`src/design/spds_pkg.sv`:
```
// ----------------------------------------------------------------------------
// spds_pkg
// Types, codes and reset constants shared by the power-down sequencer files.
// ----------------------------------------------------------------------------
`default_nettype none

package spds_pkg;

  localparam int unsigned CMD_W   = 3;
  localparam int unsigned TIME_W  = 16;
  localparam int unsigned SEQ_W   = 3;
  localparam int unsigned PHASE_W = 2;
  localparam int unsigned CFG_IDX_W = 3;

  // command codes
  typedef enum logic [CMD_W-1:0] {
    CMD_TICK10MS     = 3'd0,
    CMD_START        = 3'd1,
    CMD_START_LEAST  = 3'd2,
    CMD_CONTINUE     = 3'd3,
    CMD_TICK1S       = 3'd4,
    CMD_NO_SLEEP     = 3'd5
  } cmd_t;

  // sequence state, one-hot inside the block
  typedef enum logic [4:0] {
    SEQ_IDLE = 5'b00001,
    SEQ_RUN  = 5'b00010,
    SEQ_EXIT = 5'b00100,
    SEQ_PREP = 5'b01000,
    SEQ_GOTO = 5'b10000
  } seq_t;

  // sequence state codes on the result beat
  localparam logic [SEQ_W-1:0] SEQ_CODE_IDLE = 3'd0;
  localparam logic [SEQ_W-1:0] SEQ_CODE_RUN  = 3'd1;
  localparam logic [SEQ_W-1:0] SEQ_CODE_EXIT = 3'd2;
  localparam logic [SEQ_W-1:0] SEQ_CODE_PREP = 3'd3;
  localparam logic [SEQ_W-1:0] SEQ_CODE_GOTO = 3'd4;

  // system phase codes
  localparam logic [PHASE_W-1:0] PH_INIT = 2'd0;
  localparam logic [PHASE_W-1:0] PH_RUN  = 2'd1;
  localparam logic [PHASE_W-1:0] PH_PREP = 2'd2;
  localparam logic [PHASE_W-1:0] PH_WAIT = 2'd3;

  // configuration register indexes
  localparam logic [CFG_IDX_W-1:0] CFG_RUN_TIME  = 3'd0;
  localparam logic [CFG_IDX_W-1:0] CFG_EXIT_TIME = 3'd1;
  localparam logic [CFG_IDX_W-1:0] CFG_PREP_TIME = 3'd2;
  localparam logic [CFG_IDX_W-1:0] CFG_WAKE_SEC  = 3'd3;
  localparam logic [CFG_IDX_W-1:0] CFG_NO_SLEEP  = 3'd4;

  // reset values
  localparam logic [TIME_W-1:0] RUN_TIME_RST  = 16'd1;
  localparam logic [TIME_W-1:0] EXIT_TIME_RST = 16'd0;
  localparam logic [TIME_W-1:0] PREP_TIME_RST = 16'd0;
  localparam logic [TIME_W-1:0] WAKE_SEC_RST  = 16'd15;
  localparam logic [TIME_W-1:0] NO_SLEEP_RST  = 16'd10;

  typedef struct packed {
    logic [TIME_W-1:0] run_time_reload;
    logic [TIME_W-1:0] exit_time_reload;
    logic [TIME_W-1:0] prepare_time_reload;
    logic [TIME_W-1:0] wake_seconds;
    logic [TIME_W-1:0] no_sleep_reload;
  } cfg_t;

  typedef struct packed {
    seq_t               seq;
    logic [PHASE_W-1:0] phase;
    logic [TIME_W-1:0]  run_timer;
    logic [TIME_W-1:0]  exit_timer;
    logic [TIME_W-1:0]  prep_timer;
    logic [TIME_W-1:0]  no_sleep;
  } state_t;

  typedef struct packed {
    logic [CMD_W-1:0]  cmd;
    logic [TIME_W-1:0] run_time;
    logic              wake_pin;
    logic              prepare_ready;
    logic              goto_ready;
    logic              continue_ready;
  } item_t;

  typedef struct packed {
    logic [SEQ_W-1:0]   seq_state;
    logic [PHASE_W-1:0] sys_phase;
    logic               exit_request;
    logic               exit_granted;
    logic               prepare_request;
    logic               goto_request;
    logic               enter_standby;
    logic [TIME_W-1:0]  standby_wake_seconds;
  } res_t;

  function automatic logic [SEQ_W-1:0] seq_code(input seq_t s);
    logic [SEQ_W-1:0] c;
    unique case (s)
      SEQ_IDLE: c = SEQ_CODE_IDLE;
      SEQ_RUN:  c = SEQ_CODE_RUN;
      SEQ_EXIT: c = SEQ_CODE_EXIT;
      SEQ_PREP: c = SEQ_CODE_PREP;
      SEQ_GOTO: c = SEQ_CODE_GOTO;
      default:  c = SEQ_CODE_IDLE;
    endcase
    return c;
  endfunction

endpackage

`default_nettype wire

```
`src/design/spds_if.sv`:
```
// ----------------------------------------------------------------------------
// spds_in_if / spds_out_if
// Valid/ready channels carrying command beats and result beats.
// ----------------------------------------------------------------------------
`default_nettype none

interface spds_in_if;
  logic                           valid;
  logic                           ready;
  logic [spds_pkg::CMD_W-1:0]     cmd;
  logic [spds_pkg::TIME_W-1:0]    run_time;
  logic                           wake_pin;
  logic                           prepare_ready;
  logic                           goto_ready;
  logic                           continue_ready;

  modport source (
    output valid, cmd, run_time, wake_pin, prepare_ready, goto_ready, continue_ready,
    input  ready
  );
  modport sink (
    input  valid, cmd, run_time, wake_pin, prepare_ready, goto_ready, continue_ready,
    output ready
  );
endinterface

interface spds_out_if;
  logic                           valid;
  logic                           ready;
  logic [spds_pkg::SEQ_W-1:0]     seq_state;
  logic [spds_pkg::PHASE_W-1:0]   sys_phase;
  logic                           exit_request;
  logic                           exit_granted;
  logic                           prepare_request;
  logic                           goto_request;
  logic                           enter_standby;
  logic [spds_pkg::TIME_W-1:0]    standby_wake_seconds;

  modport source (
    output valid, seq_state, sys_phase, exit_request, exit_granted, prepare_request,
           goto_request, enter_standby, standby_wake_seconds,
    input  ready
  );
  modport sink (
    input  valid, seq_state, sys_phase, exit_request, exit_granted, prepare_request,
           goto_request, enter_standby, standby_wake_seconds,
    output ready
  );
endinterface

`default_nettype wire

```
`src/design/spds_step.sv`:
```
// ----------------------------------------------------------------------------
// spds_step
// Next-state and result logic for one command beat.
// ----------------------------------------------------------------------------
`default_nettype none

module spds_step (
  input  spds_pkg::state_t cur,
  input  spds_pkg::cfg_t   cfg,
  input  spds_pkg::item_t  item,
  output spds_pkg::state_t nxt,
  output spds_pkg::res_t   res
);

  logic exit_req;
  logic exit_ok;
  logic prep_req;
  logic goto_req;
  logic standby;
  logic go_goto;
  logic may_start;

  assign may_start = (cur.seq == spds_pkg::SEQ_IDLE) || (cur.seq == spds_pkg::SEQ_RUN) ||
                     (cur.seq == spds_pkg::SEQ_EXIT);

  always_comb begin
    nxt      = cur;
    exit_req = 1'b0;
    exit_ok  = 1'b0;
    prep_req = 1'b0;
    goto_req = 1'b0;
    standby  = 1'b0;
    go_goto  = 1'b0;
    unique case (spds_pkg::cmd_t'(item.cmd))
      spds_pkg::CMD_TICK10MS: begin
        unique case (cur.seq)
          spds_pkg::SEQ_RUN: begin
            nxt.phase = spds_pkg::PH_RUN;
            if (cur.run_timer != '0) begin
              nxt.run_timer = cur.run_timer - 1'b1;
            end else begin
              exit_req = 1'b1;
              if (item.wake_pin && (cur.no_sleep < cfg.no_sleep_reload)) begin
                nxt.no_sleep = cfg.no_sleep_reload;
              end
              exit_ok = !item.wake_pin && (cur.no_sleep == '0);
              if (exit_ok) begin
                nxt.seq        = spds_pkg::SEQ_EXIT;
                nxt.exit_timer = cfg.exit_time_reload;
              end
            end
          end
          spds_pkg::SEQ_EXIT: begin
            if (cur.exit_timer != '0) begin
              nxt.exit_timer = cur.exit_timer - 1'b1;
            end else begin
              nxt.phase = spds_pkg::PH_PREP;
              prep_req  = 1'b1;
              if (item.prepare_ready) begin
                nxt.seq        = spds_pkg::SEQ_PREP;
                nxt.prep_timer = cfg.prepare_time_reload;
              end
            end
          end
          spds_pkg::SEQ_PREP: begin
            if (cur.prep_timer != '0) begin
              nxt.prep_timer = cur.prep_timer - 1'b1;
            end else begin
              nxt.phase = spds_pkg::PH_WAIT;
              goto_req  = 1'b1;
              if (item.goto_ready) begin
                nxt.seq = spds_pkg::SEQ_GOTO;
                go_goto = 1'b1;
              end
            end
          end
          spds_pkg::SEQ_GOTO: begin
            go_goto = 1'b1;
          end
          default: begin
          end
        endcase
        if (go_goto) begin
          standby = 1'b1;
          if (item.continue_ready) begin
            nxt.seq       = spds_pkg::SEQ_RUN;
            nxt.run_timer = cfg.run_time_reload;
          end
        end
      end
      spds_pkg::CMD_START: begin
        if (may_start) begin
          nxt.seq       = spds_pkg::SEQ_RUN;
          nxt.run_timer = cfg.run_time_reload;
        end
      end
      spds_pkg::CMD_START_LEAST: begin
        if (may_start) begin
          nxt.seq = spds_pkg::SEQ_RUN;
          if (cur.run_timer < item.run_time) begin
            nxt.run_timer = item.run_time;
          end
        end
      end
      spds_pkg::CMD_CONTINUE: begin
        if (item.continue_ready) begin
          nxt.seq       = spds_pkg::SEQ_RUN;
          nxt.run_timer = cfg.run_time_reload;
        end
      end
      spds_pkg::CMD_TICK1S: begin
        if (cur.no_sleep != '0) begin
          nxt.no_sleep = cur.no_sleep - 1'b1;
        end
      end
      spds_pkg::CMD_NO_SLEEP: begin
        nxt.no_sleep = cfg.no_sleep_reload;
      end
      default: begin
      end
    endcase
  end

  always_comb begin
    res.seq_state            = spds_pkg::seq_code(nxt.seq);
    res.sys_phase            = nxt.phase;
    res.exit_request         = exit_req;
    res.exit_granted         = exit_ok;
    res.prepare_request      = prep_req;
    res.goto_request         = goto_req;
    res.enter_standby        = standby;
    res.standby_wake_seconds = standby ? cfg.wake_seconds : '0;
  end

endmodule

`default_nettype wire

```
`src/design/staged_power_down_sequencer.sv`:
```
// ----------------------------------------------------------------------------
// staged_power_down_sequencer
// Staged power-down sequencer: run, exit-run, prepare and goto stages on
// 10 ms ticks, with wake-pin and no-sleep hold checks before exit.
// ----------------------------------------------------------------------------
//  channel   dir  handshake        payload
//  in_if     in   valid / ready    cmd, run_time, wake_pin, grants
//  out_if    out  valid / ready    state, phase, request flags, standby
//  cfg_*     in   cfg_we           cfg_index, cfg_data (16 bit)
//
//  one command beat per cycle; its result beat is valid the next cycle
//  the single result register decides the rate: a new beat is taken when it
//  is empty or being drained in the same cycle
//  synchronous active-low reset loads the reset register values, idle state
// ----------------------------------------------------------------------------
`default_nettype none

module staged_power_down_sequencer (
  input  wire                             clk,
  input  wire                             rst_n,
  spds_in_if.sink                         in_if,
  spds_out_if.source                      out_if,
  input  wire                             cfg_we,
  input  wire [spds_pkg::CFG_IDX_W-1:0]   cfg_index,
  input  wire [spds_pkg::TIME_W-1:0]      cfg_data
);

  spds_pkg::cfg_t   cfg_r;
  spds_pkg::state_t st_r;
  spds_pkg::state_t st_nxt;
  spds_pkg::item_t  item;
  spds_pkg::res_t   res_nxt;
  spds_pkg::res_t   res_r;
  logic             out_valid_r;
  logic             in_acc;

  assign in_if.ready = !out_valid_r || out_if.ready;
  assign in_acc      = in_if.valid && in_if.ready;

  assign item.cmd            = in_if.cmd;
  assign item.run_time       = in_if.run_time;
  assign item.wake_pin       = in_if.wake_pin;
  assign item.prepare_ready  = in_if.prepare_ready;
  assign item.goto_ready     = in_if.goto_ready;
  assign item.continue_ready = in_if.continue_ready;

  spds_step u_step (
    .cur  (st_r),
    .cfg  (cfg_r),
    .item (item),
    .nxt  (st_nxt),
    .res  (res_nxt)
  );

  // configuration registers
  always_ff @(posedge clk) begin
    if (!rst_n) begin
      cfg_r.run_time_reload     <= spds_pkg::RUN_TIME_RST;
      cfg_r.exit_time_reload    <= spds_pkg::EXIT_TIME_RST;
      cfg_r.prepare_time_reload <= spds_pkg::PREP_TIME_RST;
      cfg_r.wake_seconds        <= spds_pkg::WAKE_SEC_RST;
      cfg_r.no_sleep_reload     <= spds_pkg::NO_SLEEP_RST;
    end else if (cfg_we) begin
      unique case (cfg_index)
        spds_pkg::CFG_RUN_TIME:  cfg_r.run_time_reload     <= cfg_data;
        spds_pkg::CFG_EXIT_TIME: cfg_r.exit_time_reload    <= cfg_data;
        spds_pkg::CFG_PREP_TIME: cfg_r.prepare_time_reload <= cfg_data;
        spds_pkg::CFG_WAKE_SEC:  cfg_r.wake_seconds        <= cfg_data;
        spds_pkg::CFG_NO_SLEEP:  cfg_r.no_sleep_reload     <= cfg_data;
        default: begin
        end
      endcase
    end
  end

  // sequencer state
  always_ff @(posedge clk) begin
    if (!rst_n) begin
      st_r.seq        <= spds_pkg::SEQ_IDLE;
      st_r.phase      <= spds_pkg::PH_INIT;
      st_r.run_timer  <= spds_pkg::RUN_TIME_RST;
      st_r.exit_timer <= spds_pkg::EXIT_TIME_RST;
      st_r.prep_timer <= spds_pkg::PREP_TIME_RST;
      st_r.no_sleep   <= '0;
    end else if (in_acc) begin
      st_r <= st_nxt;
    end
  end

  // result register
  always_ff @(posedge clk) begin
    if (!rst_n) begin
      out_valid_r <= 1'b0;
    end else if (in_acc) begin
      out_valid_r <= 1'b1;
    end else if (out_if.ready) begin
      out_valid_r <= 1'b0;
    end
  end

  always_ff @(posedge clk) begin
    if (in_acc) begin
      res_r <= res_nxt;
    end
  end

  assign out_if.valid                = out_valid_r;
  assign out_if.seq_state            = res_r.seq_state;
  assign out_if.sys_phase            = res_r.sys_phase;
  assign out_if.exit_request         = res_r.exit_request;
  assign out_if.exit_granted         = res_r.exit_granted;
  assign out_if.prepare_request      = res_r.prepare_request;
  assign out_if.goto_request         = res_r.goto_request;
  assign out_if.enter_standby        = res_r.enter_standby;
  assign out_if.standby_wake_seconds = res_r.standby_wake_seconds;

`ifndef SYNTH
  a_acc_gives_beat: assert property (@(posedge clk) disable iff (!rst_n)
    in_acc |=> out_valid_r)
    else $error("accepted beat produced no result");

  a_grant_needs_req: assert property (@(posedge clk) disable iff (!rst_n)
    out_valid_r && res_r.exit_granted |-> res_r.exit_request)
    else $error("exit grant without exit request");

  a_grant_state: assert property (@(posedge clk) disable iff (!rst_n)
    out_valid_r && res_r.exit_granted |-> res_r.seq_state == spds_pkg::SEQ_CODE_EXIT)
    else $error("exit granted but sequence not in exit-run");

  a_wake_zero: assert property (@(posedge clk) disable iff (!rst_n)
    out_valid_r && !res_r.enter_standby |-> res_r.standby_wake_seconds == '0)
    else $error("wake time shown without standby");

  a_state_match: assert property (@(posedge clk) disable iff (!rst_n)
    in_acc |=> res_r.seq_state == spds_pkg::seq_code(st_r.seq))
    else $error("result state differs from held state");
`endif

endmodule

`default_nettype wire

```
`src/flat_wrapper.sv`:
```
// flat-port wrapper written by rule: the top's interface ports become plain ports
module staged_power_down_sequencer_flat 
  (clk, rst_n, cfg_we, cfg_index, cfg_data, in_if_valid, in_if_cmd, in_if_run_time, in_if_wake_pin, in_if_prepare_ready, in_if_goto_ready, in_if_continue_ready, in_if_ready, out_if_valid, out_if_seq_state, out_if_sys_phase, out_if_exit_request, out_if_exit_granted, out_if_prepare_request, out_if_goto_request, out_if_enter_standby, out_if_standby_wake_seconds, out_if_ready);
  spds_in_if in_if_i ();
  spds_out_if out_if_i ();
  input  wire clk;
  input  wire rst_n;
  input  wire cfg_we;
  input  wire [spds_pkg::CFG_IDX_W-1:0] cfg_index;
  input  wire [spds_pkg::TIME_W-1:0] cfg_data;
  input wire logic [$bits(in_if_i.valid)-1:0] in_if_valid;
  input wire logic [$bits(in_if_i.cmd)-1:0] in_if_cmd;
  input wire logic [$bits(in_if_i.run_time)-1:0] in_if_run_time;
  input wire logic [$bits(in_if_i.wake_pin)-1:0] in_if_wake_pin;
  input wire logic [$bits(in_if_i.prepare_ready)-1:0] in_if_prepare_ready;
  input wire logic [$bits(in_if_i.goto_ready)-1:0] in_if_goto_ready;
  input wire logic [$bits(in_if_i.continue_ready)-1:0] in_if_continue_ready;
  output wire logic [$bits(in_if_i.ready)-1:0] in_if_ready;
  output wire logic [$bits(out_if_i.valid)-1:0] out_if_valid;
  output wire logic [$bits(out_if_i.seq_state)-1:0] out_if_seq_state;
  output wire logic [$bits(out_if_i.sys_phase)-1:0] out_if_sys_phase;
  output wire logic [$bits(out_if_i.exit_request)-1:0] out_if_exit_request;
  output wire logic [$bits(out_if_i.exit_granted)-1:0] out_if_exit_granted;
  output wire logic [$bits(out_if_i.prepare_request)-1:0] out_if_prepare_request;
  output wire logic [$bits(out_if_i.goto_request)-1:0] out_if_goto_request;
  output wire logic [$bits(out_if_i.enter_standby)-1:0] out_if_enter_standby;
  output wire logic [$bits(out_if_i.standby_wake_seconds)-1:0] out_if_standby_wake_seconds;
  input wire logic [$bits(out_if_i.ready)-1:0] out_if_ready;
  assign in_if_i.valid = in_if_valid;
  assign in_if_i.cmd = in_if_cmd;
  assign in_if_i.run_time = in_if_run_time;
  assign in_if_i.wake_pin = in_if_wake_pin;
  assign in_if_i.prepare_ready = in_if_prepare_ready;
  assign in_if_i.goto_ready = in_if_goto_ready;
  assign in_if_i.continue_ready = in_if_continue_ready;
  assign in_if_ready = in_if_i.ready;
  assign out_if_valid = out_if_i.valid;
  assign out_if_seq_state = out_if_i.seq_state;
  assign out_if_sys_phase = out_if_i.sys_phase;
  assign out_if_exit_request = out_if_i.exit_request;
  assign out_if_exit_granted = out_if_i.exit_granted;
  assign out_if_prepare_request = out_if_i.prepare_request;
  assign out_if_goto_request = out_if_i.goto_request;
  assign out_if_enter_standby = out_if_i.enter_standby;
  assign out_if_standby_wake_seconds = out_if_i.standby_wake_seconds;
  assign out_if_i.ready = out_if_ready;
  staged_power_down_sequencer u_core (.clk(clk), .rst_n(rst_n), .in_if(in_if_i), .out_if(out_if_i), .cfg_we(cfg_we), .cfg_index(cfg_index), .cfg_data(cfg_data));
endmodule
```
`config.mk`:
```
export PLATFORM = sky130hd
export DESIGN_NAME = staged_power_down_sequencer_flat
export DESIGN_NICKNAME = d
export VERILOG_FILES = /design/src/design/spds_pkg.sv /design/src/design/spds_if.sv /design/src/design/spds_step.sv /design/src/design/staged_power_down_sequencer.sv /design/src/flat_wrapper.sv
export SDC_FILE = /design/constraint.sdc
export NUM_CORES = 1
export LEC_CHECK = 0
export BUFFER_PORTS_ARGS = -buffer_cell sky130_fd_sc_hd__buf_2
export CAP_MARGIN = 20
export CORE_MARGIN = 3
export CORE_UTILIZATION = 50
export CTS_CLUSTER_DIAMETER = 60
export DETAILED_ROUTE_END_ITERATION = 12
export PLACE_DENSITY = 0.82
export SYNTH_ARGS = -nofsm -noshare
export SYNTH_HDL_FRONTEND = slang
export SYNTH_SLANG_ARGS = --single-unit
```
`constraint.sdc`:
```
create_clock -name clk -period 2.56 [get_ports clk]
set_input_delay 0 -clock clk [delete_from_list [all_inputs] [get_ports clk]]
set_output_delay 0 -clock clk [all_outputs]
set_load 0.02 [all_outputs]
```
---- After elaboration in Yosys (flattened, before gate mapping) ----
Index checks and enable logic that the tools add are counted.
word-level totals
  bits in registers ....................... 178
  bits in latches ......................... 0
  memory bits (writable) .................. 0
  ROM bits ................................ 0
  input bits .............................. 47
  word-level logic and storage cells ...... 141
  memories ................................ 0
operators by class
  add/sub/neg operators ................... 4
  multipliers ............................. 0
  div/mod/pow operators ................... 0
  $lt $le $gt $ge ......................... 2
  equality and inequality tests ........... 32
  shifts and indexed selects .............. 0
  multiplexer cells ....................... 47
  bitwise logic cells ..................... 2
  reduce and logical (&&, ||, !) cells .... 34
operators by type and width
  cell                                                 number
  two-way mux 16 bit                                   18
  one-hot mux 16 bit (2 select lines)                  2
  one-hot mux 16 bit (4 select lines)                  1
  nonzero test 16 bit                                  4
  subtractor 16 x 1 -> 16 bit, second input constant   4
  one-hot mux 16 bit (3 select lines)                  1
  two-way mux 5 bit                                    8
  < comparator 16 bit                                  2
  != test 2 bit, second input constant                 12
  AND reduction 6 bit                                  4
  one-hot mux 7 bit (3 select lines)                   1
  zero test 16 bit                                     1
  AND reduction 2 bit                                  8
  one-hot mux 5 bit (3 select lines)                   1
  two-way mux 7 bit                                    2
  equality test 3 x 2 -> 1 bit, second input constant  4
  one-hot mux 3 bit (4 select lines)                   1
  equality test 5 x 2 -> 1 bit, second input constant  2
  equality test 5 x 3 -> 1 bit, second input constant  2
  equality test 5 x 4 -> 1 bit, second input constant  2
  equality test 5 bit, second input constant           2
  two-way mux 1 bit                                    10
  equality test 3 bit, second input constant           3
  equality test 3 x 1 -> 1 bit, second input constant  2
  other kinds (14)                                     24

---- Depth between registers and ports, before layout ----
  word-level depth ........................ 10
  depth in mapped cells ................... 10

---- Hierarchy ----
From an unflattened synthesis, not the netlist that was laid out.
unflattened totals
  cells, all modules ...................... 1437
  area, all modules ....................... 11379.7 sq um
by module, submodules not included
  module                       instances  cells an instance  area an instance (sq um)  seq. area each (sq um)
  staged_power_down_sequencer  1          626                6378.6                    3823.7
  spds_step                    1          811                5001.0                    0.0

---- Worst setup path before layout ----
OpenSTA, ideal clock, no wires.
  path kind ............................... flip-flop to flip-flop
  start ................................... register u_core.st_r[48] (netlist name)
  end ..................................... register u_core.res_r (netlist bit u_core.out_if.seq_state[2]) (data pin)
  library setup time ...................... 0.139 ns
  arrival time ............................ 2.546 ns
  required time ........................... 2.421 ns
  path slack .............................. -0.125 ns
  cell stages (with the launch flop) ...... 10
  path buffers ............................ 0
  clock period less this slack ............ 2.685 ns
  path through ............................ dfxtp_1 > inv_1 > ha_1 > nor4b_1 > nand4_2 > or4_4 > o311a_1 > a31o_1 > or4b_1 > nor2_1
RTL lines
  element                 line                                RTL
  from (decl)             staged_power_down_sequencer.sv:29   spds_pkg::state_t st_r;
  from (signal assigned)  staged_power_down_sequencer.sv:86   st_r <= st_nxt;
  to (signal assigned)    staged_power_down_sequencer.sv:103  res_r <= res_nxt;
  to (decl)               staged_power_down_sequencer.sv:33   spds_pkg::res_t res_r;

==> flow_metrics.py <==
metrics = {
    "outcome": {
        "status": "finished, violations left",
        "violations": "negative setup slack",
    },
    "placement": {
        "portBuffers": 74,
        "preCtsSetupSlack_ps": -116,
        "gp_congestion": 0.951,
        "dp_hpwl_mm": 19.6,
        "dp.cells": 1546,
    },
    "global_routing": {
        "grt_use_met3": 0.0656,
        "grt_usage": 0.282,
        "antenna_found_initial": 0,
        "overflow": 0,
        "use_met1": 0.374,
        "grt_pass1_vias": 9187,
        "grt-busiest-layer": "met2",
        "grt_pass1_wl_mm": 46.4,
        "grt_start_max_net_pins": 107,
        "grt_use_met2": 0.451,
    },
    "job": {
        "drv_cap": 0,
    },
    "cts": {
        "clk_pin_slew_ps": 70,
        "cts_tree": "built",
        "clk_latency_ps": 440,
        "cts.sinks": 178,
        "cts-root-buf": "clkbuf_16",
        "htree_levels": 4,
        "clockBufferDepth": 2,
        "cts_made_buffers": 17,
    },
    "critical_path": {
        "worstPathMaxFanout": 4,
        "start_kind": "register",
        "cp-end-kind": "register",
        "cp.arrival_ps": 2880,
        "cp.required_ps": 2850,
        "worstSetupPathType": "reg2reg",
    },
    "detailed_routing": {
        "dr.pass1.iters": 6,
        "drc": 0,
        "vias_per_cell": 6.11,
        "drtAntennaViolNets": 0,
        "drt_iter0_markers": 1191,
        "routed_wirelength_mm": 29.3,
        "vias": 9824,
        "post_drt_wl_per_cell_um": 18.2,
    },
    "finish": {
        "layout_common_cells": "nand2_1 (228), a21oi_1 (159), dfxtp_1 (149)",
        "finalNetCount": 1452,
        "mostFrequentLayoutCell": "nand2_1",
        "final_cells": 1609,
        "drive_gt1_frac": 0.187,
        "final_core_util": 0.636,
        "syn_to_final_growth_pct": 22.7,
        "antenna_cells": 0,
    },
    "sta": {
        "fin_worst_skew_ps": 7.57,
        "fin_crit_sh": 1.01,
        "tightestPinTransition_ps": 736,
        "rsz0062_at_grt": "true",
        "timing.final.ws_setup_ps": -27.3,
        "setup_viol": 2,
        "min_period_ps": 2590,
        "max_freq_mhz": 386,
        "slew_headroom": 0.508,
        "hold_viol": 0,
        "slew_viol_final": 0,
    },
    "floorplan": {
        "placementRows": 49,
        "design.core.area_um2": 18300,
        "ios": 75,
        "initial_core_util": 0.518,
        "die_width_um": 144,
        "die_h_um": 144,
        "die_area_um2": 20600,
    },
    "synthesis": {
        "synth.net_count": 1306,
        "synthCells": 1221,
        "async_flop_share": 0,
        "synth-seq-cells": 178,
        "synth_edf_count": 26,
        "yosysSeqAreaShare": 0.404,
        "yosysWarningCount": 0,
        "syn-cell-area_um2": 9470,
        "synth.distinct_cells": 71,
        "syn_avg_cell_area_um2": 7.76,
        "ys.flop_type": "dfxtp_1",
    },
    "worst_hold_path": {
        "hold_class": "in2reg",
    },
    "power": {
        "p_leak_nw": 4.51,
        "ir_worst_vdd_uv": 477,
        "power.total_w": 0.00631,
        "p_per_area_nw_per_um2": 543,
    },
}
==> Yosys cell counts (all sizes together), types with 9 or more instances <==
cell type / instances / area (um^2)
nand2: 229 / 860
a21oi: 161 / 810
dfxtp: 152 / 3040
nor2: 87 / 327
o21ai: 78 / 390
clkbuf: 65 / 244
inv: 51 / 191
nor3: 43 / 225
ha: 38 / 475
nand3: 27 / 135
edfxtp: 26 / 781
and2: 25 / 156
nor4: 18 / 146
nand2b: 15 / 93.8
a211oi: 14 / 105
a221oi: 12 / 105
nand4: 11 / 75.1
o211ai: 11 / 82.6
a22oi: 10 / 75.1
or3: 10 / 67.6
a31oi: 9 / 56.3
nor2b: 9 / 56.3
==> cell type report <==
class / instances / area [um^2]
fill: 1483 / 6650
tap: 229 / 287
inverter: 52 / 198
clock inverter: 14 / 128
clock buffer: 18 / 429
multi-input combinational: 919 / 5340
timing repair buffer: 199 / 1410
sequential: 178 / 3830
==> registers in the layout (all words and copies together), names as in the netlist <==
name / cells
u_core.out_if.valid: 1
u_core.out_if.goto_request: 1
u_core.st_r: 71
u_core.out_if.seq_state: 3
u_core.out_if.sys_phase: 2
u_core.out_if.enter_standby: 1
u_core.out_if.exit_request: 1
u_core.out_if.standby_wake_seconds: 16
u_core.out_if.exit_granted: 1
u_core.out_if.prepare_request: 1
u_core.cfg_r: 80
==> final timing paths <==
kind                                         start                          to  slack [ps]  cells after the start
worst min register to register    u_core.cfg_r[29]            u_core.cfg_r[29]         450                      2
worst max-delay path               u_core.st_r[24]  u_core.out_if.seq_state[2]         -30                      8
worst max register to register     u_core.st_r[24]  u_core.out_if.seq_state[2]         -30                      8
worst min-delay path            in_if_run_time[12]             u_core.st_r[60]          20                      4
==> layer usage <==
layer	share of wire	routed length [um]
met1	0.41	11900
met2	0.46	13500
met3	0.10	3070
met4	0.028	814
met5	0	0
==> kinds of logic (layout without fill, tap and decap cells) <==
group / Yosys count / after routing / synth area share
flip-flops: 178 / 178 / 0.404
adder cells (fa/ha/maj): 38 / 38 / 0.0502
XOR/XNOR: 10 / 10 / 0.00925
AND/OR/NAND/NOR: 520 / 520 / 0.264
AO/OA/AOI/OAI: 351 / 351 / 0.222
buffers and inverters: 124 / 283 / 0.0506
==> critical path, stage by stage (launching register included) <==
cell and delay [ps]:
dfxtp_2 330, or3_4 390, or3_4 370, buf_6 140
nor3_4 240, o21ai_1 100, a22o_1 250, or4b_1 500
nor2_1 110
==> through the flow <==
step | hold WS, ps | TNS [ps] | area [um^2]
floorplan | 124 | -16.5 | 9480
global placement | 249 | -39.3 | 10600
detailed placement | 256 | -169 | 10600
CTS | 5.83 | -7.73 | 11500
global route | 46.8 | -548 | 11600
finish | 20.4 | -44.3 | 11600
==> timing repair <==
action	in CTS	in global routing
resized for setup	13	20
buffers inserted	2	4
setup endpoints to repair	4	30
hold endpoints to repair	88	0
pin swaps	9	7
hold buffers	25	0
==> report_power, final <==
part	leakage (nW)	switching, W	internal (W)
registers	1.50	0.0000516	0.00291
clock network	0.263	0.00116	0.00135
logic	2.75	0.000518	0.000325
total	4.51	0.00173	0.00458
Note: power is estimated with default switching activity, not from simulation.
